File: config.mk
export PLATFORM = sky130hd
export DESIGN_NAME = ccspc_out_buf
export DESIGN_NICKNAME = d
export VERILOG_FILES = /design/src/rtl/ccspc_out_buf.sv
export SDC_FILE = /design/constraint.sdc
export NUM_CORES = 1
export LEC_CHECK = 0
export ABC_AREA = 1
export ABC_CLOCK_PERIOD_IN_PS = 1200
export BUFFER_PORTS_ARGS = -buffer_cell sky130_fd_sc_hd__clkbuf_2
export CAP_MARGIN = 20
export CORE_AREA = 2 2 39 41
export DETAILED_ROUTE_END_ITERATION = 10
export DIE_AREA = 0 0 41 43
export PLACE_DENSITY_LB_ADDON = 0.3
export REMOVE_ABC_BUFFERS = 1
export SLEW_MARGIN = 15
export SYNTH_ARGS = -nofsm -noshare
export SYNTH_HDL_FRONTEND = slang
export SYNTH_SLANG_ARGS = --single-unit
File: constraint.sdc
create_clock -name clk -period 1.2 [get_ports clk]
set_clock_uncertainty 0.1 [all_clocks]
set_input_delay 0.12 -clock clk [delete_from_list [all_inputs] [get_ports clk]]
set_output_delay 0.12 -clock clk [all_outputs]
set_load 0.02 [all_outputs]
File: src/rtl/ccspc_out_buf.sv
// Output register with one skid entry; produces the pipeline advance.
// Standalone, no package dependencies.
`default_nettype none

module ccspc_out_buf (
    input  logic clk,
    input  logic rst_n,
    input  logic pipe_valid,
    input  logic pipe_mark,
    input  logic mask_ready,
    output logic mask_valid,
    output logic mask_bit,
    output logic adv
);
    logic out_v_reg, out_bit_reg;
    logic skid_v_reg, skid_bit_reg;
    logic pv;

    assign adv = !skid_v_reg;
    assign pv  = pipe_valid && adv;

    always_ff @(posedge clk or negedge rst_n)
    begin
        if (!rst_n)
        begin
            out_v_reg    <= 1'b0;
            out_bit_reg  <= 1'b0;
            skid_v_reg   <= 1'b0;
            skid_bit_reg <= 1'b0;
        end
        else if (out_v_reg && mask_ready)
        begin
            if (skid_v_reg)
            begin
                out_bit_reg <= skid_bit_reg;
                skid_v_reg  <= 1'b0;
            end
            else
            begin
                out_v_reg   <= pv;
                out_bit_reg <= pipe_mark;
            end
        end
        else if (!out_v_reg)
        begin
            out_v_reg   <= pv;
            out_bit_reg <= pipe_mark;
        end
        else if (pv)
        begin
            skid_v_reg   <= 1'b1;
            skid_bit_reg <= pipe_mark;
        end
    end

    assign mask_valid = out_v_reg;
    assign mask_bit   = out_bit_reg;

`ifndef SYNTHESIS
    a_skid_under_out: assert property (@(posedge clk) disable iff (!rst_n)
        skid_v_reg |-> out_v_reg)
        else $error("skid beat held without an output beat");
    a_skid_on_stall: assert property (@(posedge clk) disable iff (!rst_n)
        $rose(skid_v_reg) |-> $past(out_v_reg && !mask_ready))
        else $error("skid filled while output was free");
    a_drop_on_take: assert property (@(posedge clk) disable iff (!rst_n)
        $fell(out_v_reg) |-> $past(mask_ready))
        else $error("output beat dropped without being taken");
`endif

endmodule

`default_nettype wire

==> flow_metrics.tcl <==
set metrics [dict create \
    grt_pass1_wl_um 662 \
    crit_path_end_kind "output pin" \
    grt_usage 0.0605 \
    finalSetupViolCount 0 \
    synthCells 25 \
    place.gp.congestion 0.648 \
    clock-sinks 4 \
    holdPathStages 3 \
    globalRouteOverflowTotal 0 \
    drtPass1Iterations 4 \
    synth-seq-area-share 0.503 \
    initial_core_util 0.144 \
    grt_pass1_vias 177 \
    regArea_sq_um 100 \
    syn_area_per_cell_sq_um 7.96 \
    multi_input_area_sq_um 76.3 \
    clockBufferDepth 2 \
    max_cap_viol_count 0 \
    crit_fanout 5 \
    drive_above_1_share 0.361 \
    final-hold-violation-count 0 \
    vdd_ir_drop_max_mv 0.549 \
    diodes 0 \
    rows 14 \
    fillers 164 \
    status "complete, no violations" \
    path_class "reg2out" \
    die_area_sq_um 1760 \
    start_kind "flip-flop" \
    ant_nets 0 \
    worstPathRequired_ns 0.98 \
    coreArea_sq_um 1380 \
    path_clk_slew_ns 0.03 \
    die_w_um 41 \
    relSlewSlack 0.887 \
    vias_per_cell 3.46 \
    tightest_slew_ns 0.169 \
    port_buffers 7 \
    drc 0 \
    p_per_area_nw_per_um2 2210 \
    slew_viol_final 0 \
    netlist.area_leader.share 0.503 \
    h-tree-depth 1 \
    vias 180 \
    cts_tree "done" \
    synth_top_area_cell "dfrtp_1" \
    fmax_mhz 921 \
    drt_iter0_markers 5 \
    root_buffer "clkbuf_4" \
    clk_latency_ns 0.23 \
    hold_class "in2reg" \
    r2r_cells 4 \
    antenna_found_initial 0 \
    rsz0062_at_grt "false" \
    final_cell_mix "nand2_1, clkbuf_2, inv_1" \
    grt_max_degree 6 \
    syn_area_sq_um 199 \
    cts_setup_buffers 0 \
    ios 8 \
    cts_repair_resize_count 0 \
    final_net_count 43 \
    routed_wl_um 395 \
    synth-seq-cells 4 \
    cts_buffers 3 \
    fin_ws_ns 0.114 \
    fin_setup_tns_ns 0 \
    finalCritPeriodShare 0.905 \
    synthTopCellsByArea "dfrtp_1, nand2_1, inv_1" \
    ys_warn_count 0 \
    hpwl_um 332 \
    power_leakage_nw 0.157 \
    crit_arrival_ns 0.87 \
    period_needed_ns 1.09 \
    wire_per_inst_um 7.60 \
    syn_to_final_growth_pct 44.0 \
    preCtsSetupSlack_ns 0.185 \
    die_y_um 43 \
    synth.distinct_cells 11 \
]
==> critical path: stages, from the launching register on <==
cell,delay [ns]
dfrtp_1,0.41
inv_1,0.07
clkbuf_2,0.16
==> metrics by stage <==
step | hold WS, ns | utilization | power [mW] | area [sq um] | std cells
floorplan | -0.276 | - | 0.398 | 199 | 25
global placement | -0.170 | 0.184 | 0.479 | 254 | 48
detailed placement | -0.171 | 0.184 | 0.479 | 254 | 48
CTS | 0.0457 | 0.207 | 0.652 | 287 | 52
global route | 0.0461 | 0.207 | 0.696 | 287 | 52
finish | 0.0500 | 0.207 | 0.634 | 287 | 52
==> logic make-up (layout without fill, tap and decap cells) <==
kind of cell | after synthesis | after routing | synth area share
and+or+nand+nor | 14 | 14 | 0.359
buffers and inverters | 6 | 17 | 0.113
DFF | 4 | 4 | 0.503
AOI/OAI and AO/OA | 1 | 1 | 0.0251
==> power breakdown <==
part,switching (mW),internal (mW),total (mW),leakage [nW]
clock,0.0472,0.111,0.159,0.0138
sequential,0.0530,0.193,0.246,0.0483
combinational,0.145,0.0844,0.229,0.0953
==> path summary, 6_finish.rpt <==
| kind | slack [ns] | endpoint | startpoint |
|---|---|---|---|
| worst min-delay path | 0.05 | skid_bit_reg | pipe_mark |
| max in group asynchronous | 0.76 | skid_bit_reg | rst_n |
| worst max register to register | 0.18 | skid_bit_reg | skid_v_reg |
| worst max-delay path | 0.11 | adv | skid_v_reg |
| min in group asynchronous | 0.12 | mask_valid | rst_n |
| worst min register to register | 0.39 | mask_bit | mask_bit |
==> Yosys cell counts (all sizes together) <==
master / number
dfrtp: 4
nand3: 2
o21ai: 1
nand4: 1
nor2: 2
nand3b: 1
inv: 6
nand2: 8
==> what timing repair did <==
| action | CTS | global route |
|---|---|---|
| hold buffers | 1 | 0 |
| setup endpoints to repair | 0 | 0 |
| hold endpoints to repair | 4 | 0 |
==> routing by layer <==
layer  vias to the layer above  part of all wire  track usage
met4                         0                 0       0.0600
li1                         97                 -            -
met1                        80              0.40       0.0686
met3                         0             0.061       0.0314
met2                         3              0.54       0.0750
met5                         -                 0            0
==> final cells by class <==
cell class,instances,share of cell area
clock buffer,3,0.0786
inverter,6,0.0786
multi-input combinational,15,0.266
sequential,4,0.349
tap,16,0.0699
timing repair buffer,8,0.157
(Power assumes the default switching activity.)
